`src/design/trd_pkg.sv`:
```
// Types, constants and register codes of the TGA run-length row decoder.
`timescale 1ns / 1ps

package trd_pkg;

  localparam int BYTE_W       = 8;
  localparam int PIXEL_W      = 32;
  localparam int COUNT_W      = 8;
  localparam int COLUMN_W     = 16;
  localparam int BPP_W        = 3;
  localparam int BYTE_IDX_W   = 2;
  localparam int CFG_IDX_W    = 1;
  localparam int CFG_DATA_W   = 16;

  localparam logic [6:0] COUNT_MASK  = 7'h7F;
  localparam logic [7:0] REPEAT_FLAG = 8'h80;

  localparam logic [BPP_W-1:0]    BPP_RESET       = 3'd4;
  localparam logic [COLUMN_W-1:0] ROW_WIDTH_RESET = 16'd640;

  localparam logic [CFG_IDX_W-1:0] REG_BYTES_PER_PIXEL = 1'b0;
  localparam logic [CFG_IDX_W-1:0] REG_ROW_WIDTH       = 1'b1;

  typedef enum logic [1:0] {
    PH_HEADER = 2'b01,
    PH_PIXEL  = 2'b10
  } phase_t;

  typedef struct packed {
    logic [PIXEL_W-1:0] pixel_value;
    logic [COUNT_W-1:0] repeat_count;
    logic               row_end;
  } result_t;

  localparam int RESULT_W = $bits(result_t);

endpackage

```
`src/design/trd_stream_if.sv`:
```
// Valid/ready stream interfaces for the decoder input bytes and output pixels.
`timescale 1ns / 1ps

interface trd_in_if;
  import trd_pkg::*;
  logic              valid;
  logic              ready;
  logic [BYTE_W-1:0] data_byte;
  logic              frame_start;

  modport source (output valid, data_byte, frame_start, input ready);
  modport sink   (input valid, data_byte, frame_start, output ready);
endinterface

interface trd_out_if;
  import trd_pkg::*;
  logic               valid;
  logic               ready;
  logic [PIXEL_W-1:0] pixel_value;
  logic [COUNT_W-1:0] repeat_count;
  logic               row_end;

  modport source (output valid, pixel_value, repeat_count, row_end, input ready);
  modport sink   (input valid, pixel_value, repeat_count, row_end, output ready);
endinterface

```
`src/design/trd_out_buf.sv`:
```
// Output register with a skid stage, so the input side stalls only once both hold data.
`timescale 1ns / 1ps

module trd_out_buf #(
  parameter int DATA_W = trd_pkg::RESULT_W
) (
  input  logic              clk,
  input  logic              rst,
  input  logic              push_valid,
  input  logic [DATA_W-1:0] push_data,
  output logic              push_ready,
  output logic              pop_valid,
  input  logic              pop_ready,
  output logic [DATA_W-1:0] pop_data
);
  import trd_pkg::*;

  logic              main_valid;
  logic [DATA_W-1:0] main_data;
  logic              skid_valid;
  logic [DATA_W-1:0] skid_data;
  logic              pop;
  logic              push;

  assign push_ready = !skid_valid;
  assign pop_valid  = main_valid;
  assign pop_data   = main_data;
  assign pop        = main_valid && pop_ready;
  assign push       = push_valid && push_ready;

  always_ff @(posedge clk) begin
    if (rst) begin
      main_valid <= 1'b0;
      skid_valid <= 1'b0;
    end else if (push) begin
      if (!main_valid || pop) begin
        main_valid <= 1'b1;
      end else begin
        skid_valid <= 1'b1;
      end
    end else if (pop) begin
      // refill from the skid stage if it holds a request
      main_valid <= skid_valid;
      skid_valid <= 1'b0;
    end
  end

  always_ff @(posedge clk) begin
    if (push) begin
      if (!main_valid || pop) begin
        main_data <= push_data;
      end else begin
        skid_data <= push_data;
      end
    end else if (pop && skid_valid) begin
      main_data <= skid_data;
    end
  end

endmodule

```
`src/design/tga_rle_row_decoder.sv`:
```
// TGA run-length row decoder: packet state machine, column tracking and pixel assembly.
// A result is pushed into the output buffer as the byte that completes it is accepted.
// Throughput: one stream byte per cycle; input stalls only while the output
// register and its skid stage both hold undelivered pixels.
// Reset (rst, synchronous): decoder waits for a header at column zero,
// bytes_per_pixel = 4, row_width = 640, output empty.
`timescale 1ns / 1ps

module tga_rle_row_decoder (
  input  logic                             clk,
  input  logic                             rst,
  trd_in_if.sink                           in_ch,
  trd_out_if.source                        out_ch,
  input  logic                             cfg_we,
  input  logic [trd_pkg::CFG_IDX_W-1:0]    cfg_index,
  input  logic [trd_pkg::CFG_DATA_W-1:0]   cfg_data
);
  import trd_pkg::*;

  logic [BPP_W-1:0]      bytes_per_pixel;
  logic [COLUMN_W-1:0]   row_width;

  phase_t                phase, phase_next;
  logic                  packet_is_repeat, packet_is_repeat_next;
  logic [COUNT_W-1:0]    pixels_left, pixels_left_next;
  logic [BYTE_IDX_W-1:0] byte_index, byte_index_next;
  logic [PIXEL_W-1:0]    pixel_acc, pixel_acc_next;
  logic [COLUMN_W-1:0]   column, column_next;

  // state after an optional frame restart
  phase_t                ph;
  logic                  rep;
  logic [COUNT_W-1:0]    left;
  logic [BYTE_IDX_W-1:0] bi;
  logic [PIXEL_W-1:0]    acc;
  logic [COLUMN_W-1:0]   col;

  logic [BPP_W-1:0]      pixel_size;
  logic [PIXEL_W-1:0]    acc_merged;
  logic [COUNT_W-1:0]    copies;
  logic [COLUMN_W-1:0]   room;
  logic [COUNT_W-1:0]    clipped;
  logic [COLUMN_W-1:0]   col_sum;

  logic                  accept;
  logic                  res_valid;
  result_t               res;
  logic [RESULT_W-1:0]   res_bits;

  assign accept = in_ch.valid && in_ch.ready;

  always_ff @(posedge clk) begin
    if (rst) begin
      bytes_per_pixel <= BPP_RESET;
      row_width       <= ROW_WIDTH_RESET;
    end else if (cfg_we) begin
      case (cfg_index)
        REG_BYTES_PER_PIXEL: bytes_per_pixel <= cfg_data[BPP_W-1:0];
        REG_ROW_WIDTH:       row_width       <= cfg_data[COLUMN_W-1:0];
        default: ;
      endcase
    end
  end

  always_comb begin
    if (bytes_per_pixel == 3'd0) begin
      pixel_size = 3'd1;
    end else if (bytes_per_pixel > 3'd4) begin
      pixel_size = 3'd4;
    end else begin
      pixel_size = bytes_per_pixel;
    end
  end

  always_comb begin
    ph   = in_ch.frame_start ? PH_HEADER : phase;
    rep  = in_ch.frame_start ? 1'b0 : packet_is_repeat;
    left = in_ch.frame_start ? '0 : pixels_left;
    bi   = in_ch.frame_start ? '0 : byte_index;
    acc  = in_ch.frame_start ? '0 : pixel_acc;
    col  = in_ch.frame_start ? '0 : column;

    acc_merged = acc | ({{(PIXEL_W-BYTE_W){1'b0}}, in_ch.data_byte} << {bi, 3'b000});
    copies     = rep ? left : 8'd1;
    room       = (col < row_width) ? (row_width - col) : '0;
    clipped    = ({8'd0, copies} > room) ? room[COUNT_W-1:0] : copies;
    col_sum    = col + {8'd0, clipped};

    phase_next            = ph;
    packet_is_repeat_next = rep;
    pixels_left_next      = left;
    byte_index_next       = bi;
    pixel_acc_next        = acc;
    column_next           = col;
    res_valid             = 1'b0;
    res.pixel_value       = acc_merged;
    res.repeat_count      = clipped;
    res.row_end           = (col_sum == row_width);

    unique case (ph)
      PH_HEADER: begin
        pixels_left_next      = {1'b0, in_ch.data_byte[6:0] & COUNT_MASK} + 8'd1;
        packet_is_repeat_next = (in_ch.data_byte & REPEAT_FLAG) != 8'd0;
        byte_index_next       = '0;
        pixel_acc_next        = '0;
        phase_next            = PH_PIXEL;
      end
      PH_PIXEL: begin
        if (({1'b0, bi} + 3'd1) < pixel_size) begin
          pixel_acc_next  = acc_merged;
          byte_index_next = bi + 2'd1;
        end else begin
          res_valid   = (clipped != 8'd0);
          column_next = col_sum;
          byte_index_next = '0;
          pixel_acc_next  = '0;
          if (rep || left <= 8'd1) begin
            // packet over: wrap to a new row once this one is full
            if (col_sum >= row_width) column_next = '0;
            phase_next       = PH_HEADER;
            pixels_left_next = '0;
          end else begin
            pixels_left_next = left - 8'd1;
          end
        end
      end
      default: phase_next = PH_HEADER;
    endcase
  end

  always_ff @(posedge clk) begin
    if (rst) begin
      phase            <= PH_HEADER;
      packet_is_repeat <= 1'b0;
      pixels_left      <= '0;
      byte_index       <= '0;
      pixel_acc        <= '0;
      column           <= '0;
    end else if (accept) begin
      phase            <= phase_next;
      packet_is_repeat <= packet_is_repeat_next;
      pixels_left      <= pixels_left_next;
      byte_index       <= byte_index_next;
      pixel_acc        <= pixel_acc_next;
      column           <= column_next;
    end
  end

  assign res_bits = res;

  trd_out_buf #(
    .DATA_W (RESULT_W)
  ) u_out_buf (
    .clk        (clk),
    .rst        (rst),
    .push_valid (accept && res_valid),
    .push_data  (res_bits),
    .push_ready (in_ch.ready),
    .pop_valid  (out_ch.valid),
    .pop_ready  (out_ch.ready),
    .pop_data   ({out_ch.pixel_value, out_ch.repeat_count, out_ch.row_end})
  );

endmodule

```
`src/flat_wrapper.sv`:
```
// flat-port wrapper written by rule: the top's interface ports become plain ports
module tga_rle_row_decoder_flat import trd_pkg::*;
  (clk, rst, cfg_we, cfg_index, cfg_data, in_ch_valid, in_ch_data_byte, in_ch_frame_start, in_ch_ready, out_ch_valid, out_ch_pixel_value, out_ch_repeat_count, out_ch_row_end, out_ch_ready);
  trd_in_if in_ch_i ();
  trd_out_if out_ch_i ();
  input  logic clk;
  input  logic rst;
  input  logic cfg_we;
  input  logic [trd_pkg::CFG_IDX_W-1:0] cfg_index;
  input  logic [trd_pkg::CFG_DATA_W-1:0] cfg_data;
  input wire logic [$bits(in_ch_i.valid)-1:0] in_ch_valid;
  input wire logic [$bits(in_ch_i.data_byte)-1:0] in_ch_data_byte;
  input wire logic [$bits(in_ch_i.frame_start)-1:0] in_ch_frame_start;
  output wire logic [$bits(in_ch_i.ready)-1:0] in_ch_ready;
  output wire logic [$bits(out_ch_i.valid)-1:0] out_ch_valid;
  output wire logic [$bits(out_ch_i.pixel_value)-1:0] out_ch_pixel_value;
  output wire logic [$bits(out_ch_i.repeat_count)-1:0] out_ch_repeat_count;
  output wire logic [$bits(out_ch_i.row_end)-1:0] out_ch_row_end;
  input wire logic [$bits(out_ch_i.ready)-1:0] out_ch_ready;
  assign in_ch_i.valid = in_ch_valid;
  assign in_ch_i.data_byte = in_ch_data_byte;
  assign in_ch_i.frame_start = in_ch_frame_start;
  assign in_ch_ready = in_ch_i.ready;
  assign out_ch_valid = out_ch_i.valid;
  assign out_ch_pixel_value = out_ch_i.pixel_value;
  assign out_ch_repeat_count = out_ch_i.repeat_count;
  assign out_ch_row_end = out_ch_i.row_end;
  assign out_ch_i.ready = out_ch_ready;
  tga_rle_row_decoder u_core (.clk(clk), .rst(rst), .in_ch(in_ch_i), .out_ch(out_ch_i), .cfg_we(cfg_we), .cfg_index(cfg_index), .cfg_data(cfg_data));
endmodule
```
`config.mk`:
```
export PLATFORM = sky130hd
export DESIGN_NAME = tga_rle_row_decoder_flat
export DESIGN_NICKNAME = d
export VERILOG_FILES = /design/src/design/trd_pkg.sv /design/src/design/trd_stream_if.sv /design/src/design/trd_out_buf.sv /design/src/design/tga_rle_row_decoder.sv /design/src/flat_wrapper.sv
export SDC_FILE = /design/constraint.sdc
export NUM_CORES = 1
export LEC_CHECK = 0
export ABC_AREA = 1
export BUFFER_PORTS_ARGS = -buffer_cell sky130_fd_sc_hd__buf_4
export CORE_MARGIN = 2
export CORE_UTILIZATION = 25
export CTS_CLUSTER_DIAMETER = 100
export CTS_CLUSTER_SIZE = 12
export DETAILED_ROUTE_END_ITERATION = 7
export GPL_TIMING_DRIVEN = 1
export PLACE_DENSITY_LB_ADDON = 0.1
export SYNTH_ARGS = -nofsm -noshare
export SYNTH_HDL_FRONTEND = slang
export SYNTH_SLANG_ARGS = --single-unit
```
`constraint.sdc`:
```
create_clock -name clk -period 9.85 [get_ports clk]
set_clock_uncertainty 0.15 [all_clocks]
set_input_delay 0.985 -clock clk [delete_from_list [all_inputs] [get_ports clk]]
set_output_delay 0.985 -clock clk [all_outputs]
set_load 0.01 [all_outputs]
```
==> flow_metrics.tcl, run 1 <==
set metrics [dict create \
    required_ns 10.00 \
    critPathMaxStageDelay_ns 0.66 \
    reg2reg_depth 39 \
    drtPass1Iterations 8 \
    die_h_um 202.6 \
    worstHoldStart "u_core.pixels_left[5]$_SDFFE_PP0P_" \
    grt_pass1_vias 8502 \
    num_vias 8810 \
    rsz0062_at_grt "no" \
    rr_startpoint "u_core.column[7]$_SDFFE_PP0P_" \
    final_area_um2 11450 \
    overflow 0 \
    hold_buffers 0 \
    placed_area_um2 10890 \
    power_density_nw_per_um2 152.8 \
    cts_resized 0 \
    worstSetupPathType "in2reg" \
    synthArstFlopShare 0 \
    leakagePower_uw 0.004886 \
    worstSetupEndpointType "flop" \
    yosysWarnings 0 \
    numPortBuffers 73 \
    wirelength_um 31310 \
    clk_pin_slew_worst_paths_ns 0.07 \
    drc 0 \
    relSlewSlack 0.3247 \
    timing.fmax_mhz 112.8 \
    cp_max_fo 29 \
    synth.distinct_cells 46 \
    globalplace.congestion 0.8366 \
    drive_gt1_frac 0.1018 \
    dp_hpwl_um 23030 \
    clk_latency_ns 0.45 \
    status "finished clean" \
    antenna_found_initial 0 \
    cts_root_buf "clkbuf_16" \
    period_needed_ns 8.864 \
    synth_flop_cell "edfxtp_1" \
    drt_first_iter_violations 609 \
    syn_nets 1404 \
    slew_viol_final 0 \
    postCtsSetupBuffers 0 \
    fp.dieW_um 202.6 \
    syn_area_per_cell_um2 7.501 \
    hold_viol_final 0 \
    nFillCells 4204 \
    track_usage 0.1573 \
    grt_max_degree 54 \
    hold_path_class "reg2reg" \
    num_antenna_cells 0 \
    ff2ff_setup_slack_ns 1.48 \
    start_util 0.2541 \
    nets 1451 \
    die_area_um2 41060 \
    cts_made_buffers 17 \
    grt_pass1_wl_um 50160 \
    core-area_um2 38830 \
    path_common_cell "nand2_1" \
    fin_tns_setup_ns 0 \
    start_kind "input port" \
    cts_max_path_buffers 2 \
    whs_endpoint "u_core.pixels_left[5]$_SDFFE_PP0P_" \
    synth-edff-count 82 \
    htreeDepth 4 \
    final_antenna_net_count 0 \
    r2r-end "u_core.column[4]$_SDFFE_PP0P_" \
    cts_tree "built" \
    clkSinkCount 164 \
    ios 74 \
    syn_inst 1315 \
    synth-seq-cells 164 \
    peakVddDrop_uv 132.7 \
    crit_slowest_cell "a21oi_1" \
    period_share 0.8999 \
    synth-seq-area-share 0.4160 \
    synthToLayoutAreaGrowth_pct 16.07 \
    finalSetupViolations 0 \
    rows 72 \
    worstPathArrival_ns 9.01 \
    wl_per_cell_um 16.54 \
    netlist_area_um2 9864 \
    worst_pin_slew_ns 1.012 \
    max_cap_violations 0 \
    viasPerCell 4.654 \
    whs_path_depth 2 \
]
## Yosys cell counts, types with 3 or more instances
cell      count  area share
a31oi_1      35       0.022
nand4_1       7      0.0044
buf_6         6      0.0068
xor2_1       13       0.012
nor4_1        3      0.0019
nand3b_1      5      0.0038
a21oi_1     114       0.058
o21ai_0      85       0.043
ha_1         56       0.071
nor3_1        7      0.0036
inv_1       181       0.069
o22ai_1       8      0.0051
a221oi_1     26       0.023
nor2_1       81       0.031
buf_4         3      0.0023
nand3_1      43       0.022
buf_1         4      0.0015
nor2_2        4      0.0025
edfxtp_1     82        0.25
o211ai_1     12      0.0091
clkbuf_1     40       0.015
nand2_2       8      0.0051
nand2_1     370        0.14
and2_1        3      0.0019
dfxtp_1      82        0.17
or2_2         4      0.0025
o21ai_1       8      0.0041
## cell families (layout without fill, tap and decap cells)
group           after synthesis  in the layout  share of synthesized area
compound gates              298            298                     0.1731
xor+xnor                     15             15                    0.01332
fa+ha+maj                    58             58                    0.07509
buf+inv                     239            299                    0.09716
flops                       164            164                     0.4160
simple gates                541            541                     0.2253
## where the power goes
group | switching (µW) | leakage, µW | internal [µW]
registers | 12.0 | 0.00142 | 733
logic | 238 | 0.00318 | 109
clock network | 322 | 0.000284 | 335
## flip-flops by register name, indices dropped and copies added, names as in the netlist
| name | cells |
|---|---|
| u_core.u_out_buf.skid_data | 41 |
| u_core.pixel_acc | 32 |
| u_core.u_out_buf.skid_valid | 1 |
| u_core.bytes_per_pixel | 3 |
| u_core.phase | 2 |
| u_core.byte_index | 2 |
| u_core.pixels_left | 8 |
| u_core.row_width | 16 |
| u_core.u_out_buf.pop_valid | 1 |
| u_core.u_out_buf.pop_data | 41 |
| u_core.column | 16 |
| u_core.packet_is_repeat | 1 |
## cells in the final DEF, fill, tap and decap left out, types with 43 or more instances in the layout
cell type and instances:
buf_4 83, ha_1 55, nor2_1 80, nand3_1 43
dfxtp_1 82, inv_1 179, o21ai_0 85, nand2_1 369
edfxtp_1 82, a21oi_1 114
## per-layer routing
metal  routed length (µm)  up-vias  global-route usage
met3                  954       14             0.02343
met4                  287        0             0.03702
met5                    0        -                   0
met2                13710      163              0.2408
li1                     -     4483                   -
met1                16350     4150              0.2315
## final cells by class
class | count | area [µm²] | share of cell area
repair buffers | 83 | 623.1 | 0.05442
clock buffers | 17 | 425.4 | 0.03715
well taps | 518 | 648.1 | 0.05661
clock inverters | 15 | 136.4 | 0.01191
multi-input cells | 912 | 4820 | 0.4209
flip-flops and latches | 164 | 4104 | 0.3584
inverters | 184 | 693.2 | 0.06054
## worst max path at each step
stage / from / end / slack (ns)
after floorplan: in_ch_frame_start / u_core.column[10]$_SDFFE_PP0P_ / 1.69
after global placement: in_ch_frame_start / u_core.column[2]$_SDFFE_PP0P_ / 0.92
after detailed placement: in_ch_frame_start / u_core.column[11]$_SDFFE_PP0P_ / 0.64
after CTS: in_ch_frame_start / u_core.column[11]$_SDFFE_PP0P_ / 1.10
after global routing: in_ch_frame_start / u_core.column[5]$_SDFFE_PP0P_ / 0.07
final: in_ch_frame_start / u_core.column[4]$_SDFFE_PP0P_ / 0.99
## critical path: cells and delay by family
kind	cells	cell delay [ns]
simple gates	20	3.27
compound gates	8	2.29
buf+inv	5	0.68
xor+xnor	1	0.20
fa+ha+maj	5	1.56
## per-stage QoR
step           hold slack, ns    util  worst slack (ns)  instances  power [µW]
2_1_floorplan          0.2922       -             1.693       1315        1002
3_3_place_gp           0.3030  0.2804            0.9249       1861        1109
3_5_place_dp           0.3056  0.2804            0.6438       1861        1107
4_1_cts                0.3164  0.2949             1.103       1893        1776
5_1_grt                0.3367  0.2949           0.06983       1893        1852
6_report               0.3179  0.2949            0.9860       1893        1749
(Power assumes the default switching activity.)
==> run 2, diff against run 1 <==
- CTS_BUF_LIST: default -> sky130_fd_sc_hd__clkbuf_8
- CTS_CLUSTER_SIZE: 12 -> default
==> flow_metrics.tcl, run 2 (synthesis gave the netlist of run 1 again) <==
set metrics [dict create \
    num_vias 8801 \
    worstPathArrival_ns 8.97 \
    post-route-util 0.2900 \
    synthToLayoutAreaGrowth_pct 14.13 \
    met3_length_um 1016 \
    reg2reg_depth 39 \
    grt_pass1_vias 8480 \
    viasPerCell 4.649 \
    drt_first_iter_violations 640 \
    grt_max_degree 54 \
    cts_root_buf "clkbuf_8" \
    rr_startpoint "u_core.column[7]$_SDFFE_PP0P_" \
    slew_viol_final 0 \
    clk_latency_ns 0.49 \
    r2r-end "u_core.column[2]$_SDFFE_PP0P_" \
    wl_met1_um 16300 \
    postCtsSetupBuffers 0 \
    cts_resized 0 \
    wl_per_cell_um 16.55 \
    drtPass1Iterations 5 \
    num_antenna_cells 0 \
    wl_met2_um 13710 \
    timing.fmax_mhz 114.0 \
    max_cap_violations 0 \
    rsz0062_at_grt "no" \
    fp.dieW_um 202.6 \
    leakagePower_uw 0.004799 \
    clkSinkCount 164 \
    relSlewSlack 0.3051 \
    period_needed_ns 8.771 \
    crit_slowest_cell "a21oi_1" \
    worstSetupEndpointType "flop" \
    numPortBuffers 73 \
    placed_area_um2 10890 \
    ff2ff_setup_slack_ns 1.53 \
    finalSetupViolations 0 \
    drc 0 \
    nets 1451 \
    cts_made_buffers 17 \
    overflow 0 \
    cp_max_fo 29 \
    core-area_um2 38830 \
    period_share 0.8905 \
    final_common_cell "nand2_1" \
    grt_pass1_wl_um 50070 \
    worstSetupPathType "in2reg" \
    critPathMaxStageDelay_ns 0.65 \
    maxUsedRoutingLayer "met4" \
    drive_gt1_frac 0.1018 \
    cts_tree "built" \
    cts_max_path_buffers 2 \
    final_antenna_net_count 0 \
    status "finished clean" \
    mostFrequentLayoutCells "nand2_1, inv_1, a21oi_1, o21ai_0, buf_4" \
    peakVddDrop_uv 84.94 \
    htreeDepth 4 \
    clk_pin_slew_worst_paths_ns 0.10 \
    start_util 0.2541 \
    antenna_found_initial 0 \
    ios 74 \
    track_usage 0.1570 \
    hold_viol_final 0 \
    required_ns 10.05 \
    path_common_cell "nand2_1" \
    die_h_um 202.6 \
    power_density_nw_per_um2 140.1 \
    setup.worst_path.start "in_ch_frame_start" \
    start_kind "input port" \
    worst_pin_slew_ns 1.041 \
    rows 72 \
    hold_path_class "reg2reg" \
    wirelength_um 31330 \
    final_area_um2 11260 \
    crit_end "u_core.column[2]$_SDFFE_PP0P_" \
    hold_buffers 0 \
    dp_hpwl_um 23030 \
    globalplace.congestion 0.8366 \
    fin_tns_setup_ns 0 \
    die_area_um2 41060 \
]
run 2: report_power, final:
part           switching, µW  internal (µW)
clock                    300            187
sequential              11.8            733
combinational            237            109
run 2: worst min path at each step:
stage	start	to	depth (start not counted)	slack, ns
6_report	u_core.pixels_left[4]$_SDFFE_PP0P_	u_core.pixels_left[4]$_SDFFE_PP0P_	2	0.32
3_3_place_gp	u_core.pixels_left[4]$_SDFFE_PP0P_	u_core.pixels_left[4]$_SDFFE_PP0P_	2	0.30
5_1_grt	u_core.pixels_left[4]$_SDFFE_PP0P_	u_core.pixels_left[4]$_SDFFE_PP0P_	2	0.34
2_1_floorplan	u_core.phase[0]$_SDFFE_PP1P_	u_core.phase[0]$_SDFFE_PP1P_	2	0.29
3_5_place_dp	u_core.pixels_left[4]$_SDFFE_PP0P_	u_core.pixels_left[4]$_SDFFE_PP0P_	2	0.31
4_1_cts	u_core.pixels_left[4]$_SDFFE_PP0P_	u_core.pixels_left[4]$_SDFFE_PP0P_	2	0.32
run 2: through the flow:
stage	setup slack [ns]	std cells	hold slack, ns	total power [µW]
2_1_floorplan	1.693	1315	0.2922	1002
3_3_place_gp	0.9249	1861	0.3030	1109
3_5_place_dp	0.6438	1861	0.3056	1107
4_1_cts	1.165	1893	0.3208	1604
5_1_grt	0.1388	1893	0.3411	1681
6_report	1.079	1893	0.3203	1578
run 2: cell type report:
class	instances	area [µm²]
clock buffer	17	234.0
clock inverter	15	136.4
fill	4215	27570
inverter	184	693.2
multi-input combinational	912	4820
sequential	164	4104
tap	518	648.1
timing repair buffer	83	623.1
run 2: worst max-delay path: cells and delay by family:
| kind | cells | cell delay (ns) |
|---|---|---|
| simple gates | 21 | 3.36 |
| compound gates | 7 | 2.10 |
| buf+inv | 5 | 0.68 |
| fa+ha+maj | 5 | 1.57 |
| xor+xnor | 1 | 0.20 |
run 2: metal layers:
metal  global-route usage  vias up
li1                     -     4489
met1               0.2304     4120
met2               0.2413      177
met3              0.02343       15
met4              0.03702        0
met5                    0        -
==> run 3, diff against run 2 <==
- CORE_UTILIZATION: 25 -> 68
- clock period: 9.85 -> 10.8 ns (I/O delays scaled with it)
==> flow_metrics.tcl, run 3 (synthesis gave the netlist of run 1 again) <==
set metrics [dict create \
    instances_no_fill 1557 \
    period_share 0.8407 \
    cts_made_buffers 17 \
    period_needed_ns 9.079 \
    final_antenna_net_count 0 \
    slew_viol_final 0 \
    combPwrFrac 0.220 \
    critPathMaxStageDelay_ns 0.66 \
    die_h_um 124.4 \
    num_antenna_cells 0 \
    start_kind "input port" \
    drtPass1Iterations 8 \
    grt_pass1_vias 8548 \
    relSlewSlack 0.1666 \
    nFillCells 1173 \
    status "complete, but fails checks" \
    final_common_cell "nand2_1" \
    start_util 0.6865 \
    holdWs_ns 0.3214 \
    fp.dieW_um 124.4 \
    core-area_um2 14370 \
    power_density_nw_per_um2 132.5 \
    switching_power_uw 495.1 \
    path_common_cell "nand2_1" \
    drive_gt1_frac 0.09978 \
    rsz0062_at_grt "no" \
    final_area_um2 10840 \
    synthToLayoutAreaGrowth_pct 9.868 \
    drt_first_iter_violations 1246 \
    cts_max_path_buffers 2 \
    p_sw_frac 0.3447 \
    clkSinkCount 164 \
    numPortBuffers 73 \
    fin_tns_setup_ns 0 \
    die_area_um2 15490 \
    viasPerCell 5.923 \
    drc 2 \
    seqPwrFrac 0.473 \
    cts_tree "built" \
    dp_cells 1525 \
    worst-path-buf-inv 6 \
    worst_pin_slew_ns 1.249 \
    globalplace.congestion 0.9912 \
    peakVddDrop_uv 73.02 \
    max_cap_violations 0 \
    hold_path_class "reg2reg" \
    wl_per_cell_um 17.17 \
    leakagePower_uw 0.004806 \
    clk_pin_slew_worst_paths_ns 0.10 \
    violations "DRC" \
    postCtsSetupBuffers 0 \
    antenna_found_initial 0 \
    finalSetupViolations 0 \
    cpLargestDelayFamily "simple AND/OR/NAND/NOR gates" \
    num_vias 9222 \
    htreeDepth 4 \
    cts_root_buf "clkbuf_8" \
    nets 1449 \
    power.internal_uw 941.1 \
    ios 74 \
    overflow 0 \
    track_usage 0.3503 \
    rows 44 \
    mostFrequentLayoutCells "nand2_1, inv_1, a21oi_1, o21ai_0" \
    wirelength_um 26730 \
    p_clk_frac 0.307 \
    required_ns 11.02 \
    hold_viol_final 0 \
    crit_slowest_cell "a21oi_1" \
    clk_latency_ns 0.47 \
    worstSetupPathType "in2reg" \
    cts_resized 0 \
    placed_area_um2 10450 \
    timing.fmax_mhz 110.1 \
    worstSetupEndpointType "flop" \
    worstPathArrival_ns 9.30 \
    hold_buffers 0 \
    cp_max_fo 29 \
    grt_pass1_wl_um 43640 \
    grt_max_degree 66 \
    dp_hpwl_um 19580 \
]
-- run 3: tightest hold or removal path, cell delays in order, from the launching register on --
cell	delay [ns]
dfxtp_1	0.32
nand2_1	0.06
a21oi_1	0.06
-- run 3: stage by stage --
step                      power [µW]  setup WS, ns    util
final                           1436         1.721  0.7543
after global routing            1504         1.136  0.7543
after CTS                       1429         2.024  0.7543
after detailed placement       998.6         1.581  0.7274
after global placement         994.4         1.936  0.7274
after floorplan                914.2         2.548       -
-- run 3: final cells by class --
type                       instances  area (µm²)  share of cell area
inverter                         184       693.2             0.06396
clock buffer                      17       234.0             0.02159
sequential                       164        4104              0.3787
multi-input combinational        912        4817              0.4445
clock inverter                    15       151.4             0.01397
tap                              184       230.2             0.02124
timing repair buffer              81       608.1             0.05611
-- run 3: worst paths after layout --
path / end / cells past startpoint / slack, ns / start
worst max register to register: u_core.column[2]$_SDFFE_PP0P_ / 39 / 2.26 / u_core.column[9]$_SDFFE_PP0P_
worst max-delay path: u_core.column[2]$_SDFFE_PP0P_ / 40 / 1.72 / in_ch_frame_start
worst min-delay path: u_core.phase[1]$_SDFFE_PP0P_ / 2 / 0.32 / u_core.phase[1]$_SDFFE_PP0P_
worst min register to register: u_core.phase[1]$_SDFFE_PP0P_ / 2 / 0.32 / u_core.phase[1]$_SDFFE_PP0P_
-- run 3: per-layer routing --
metal,vias up,part of all wire,GRT usage
li1,4477,-,-
met1,4160,0.43,0.4972
met2,506,0.45,0.5323
met3,79,0.088,0.06271
met4,0,0.037,0.1454
met5,-,0,0
-- run 3: power by group through the flow --
stage	Clock, µW	Sequential, µW	Combinational (µW)
after global placement	0	692	302
after floorplan	0	690	224
final	441	680	315
after detailed placement	0	693	305
after CTS	443	679	307
after global routing	470	681	353
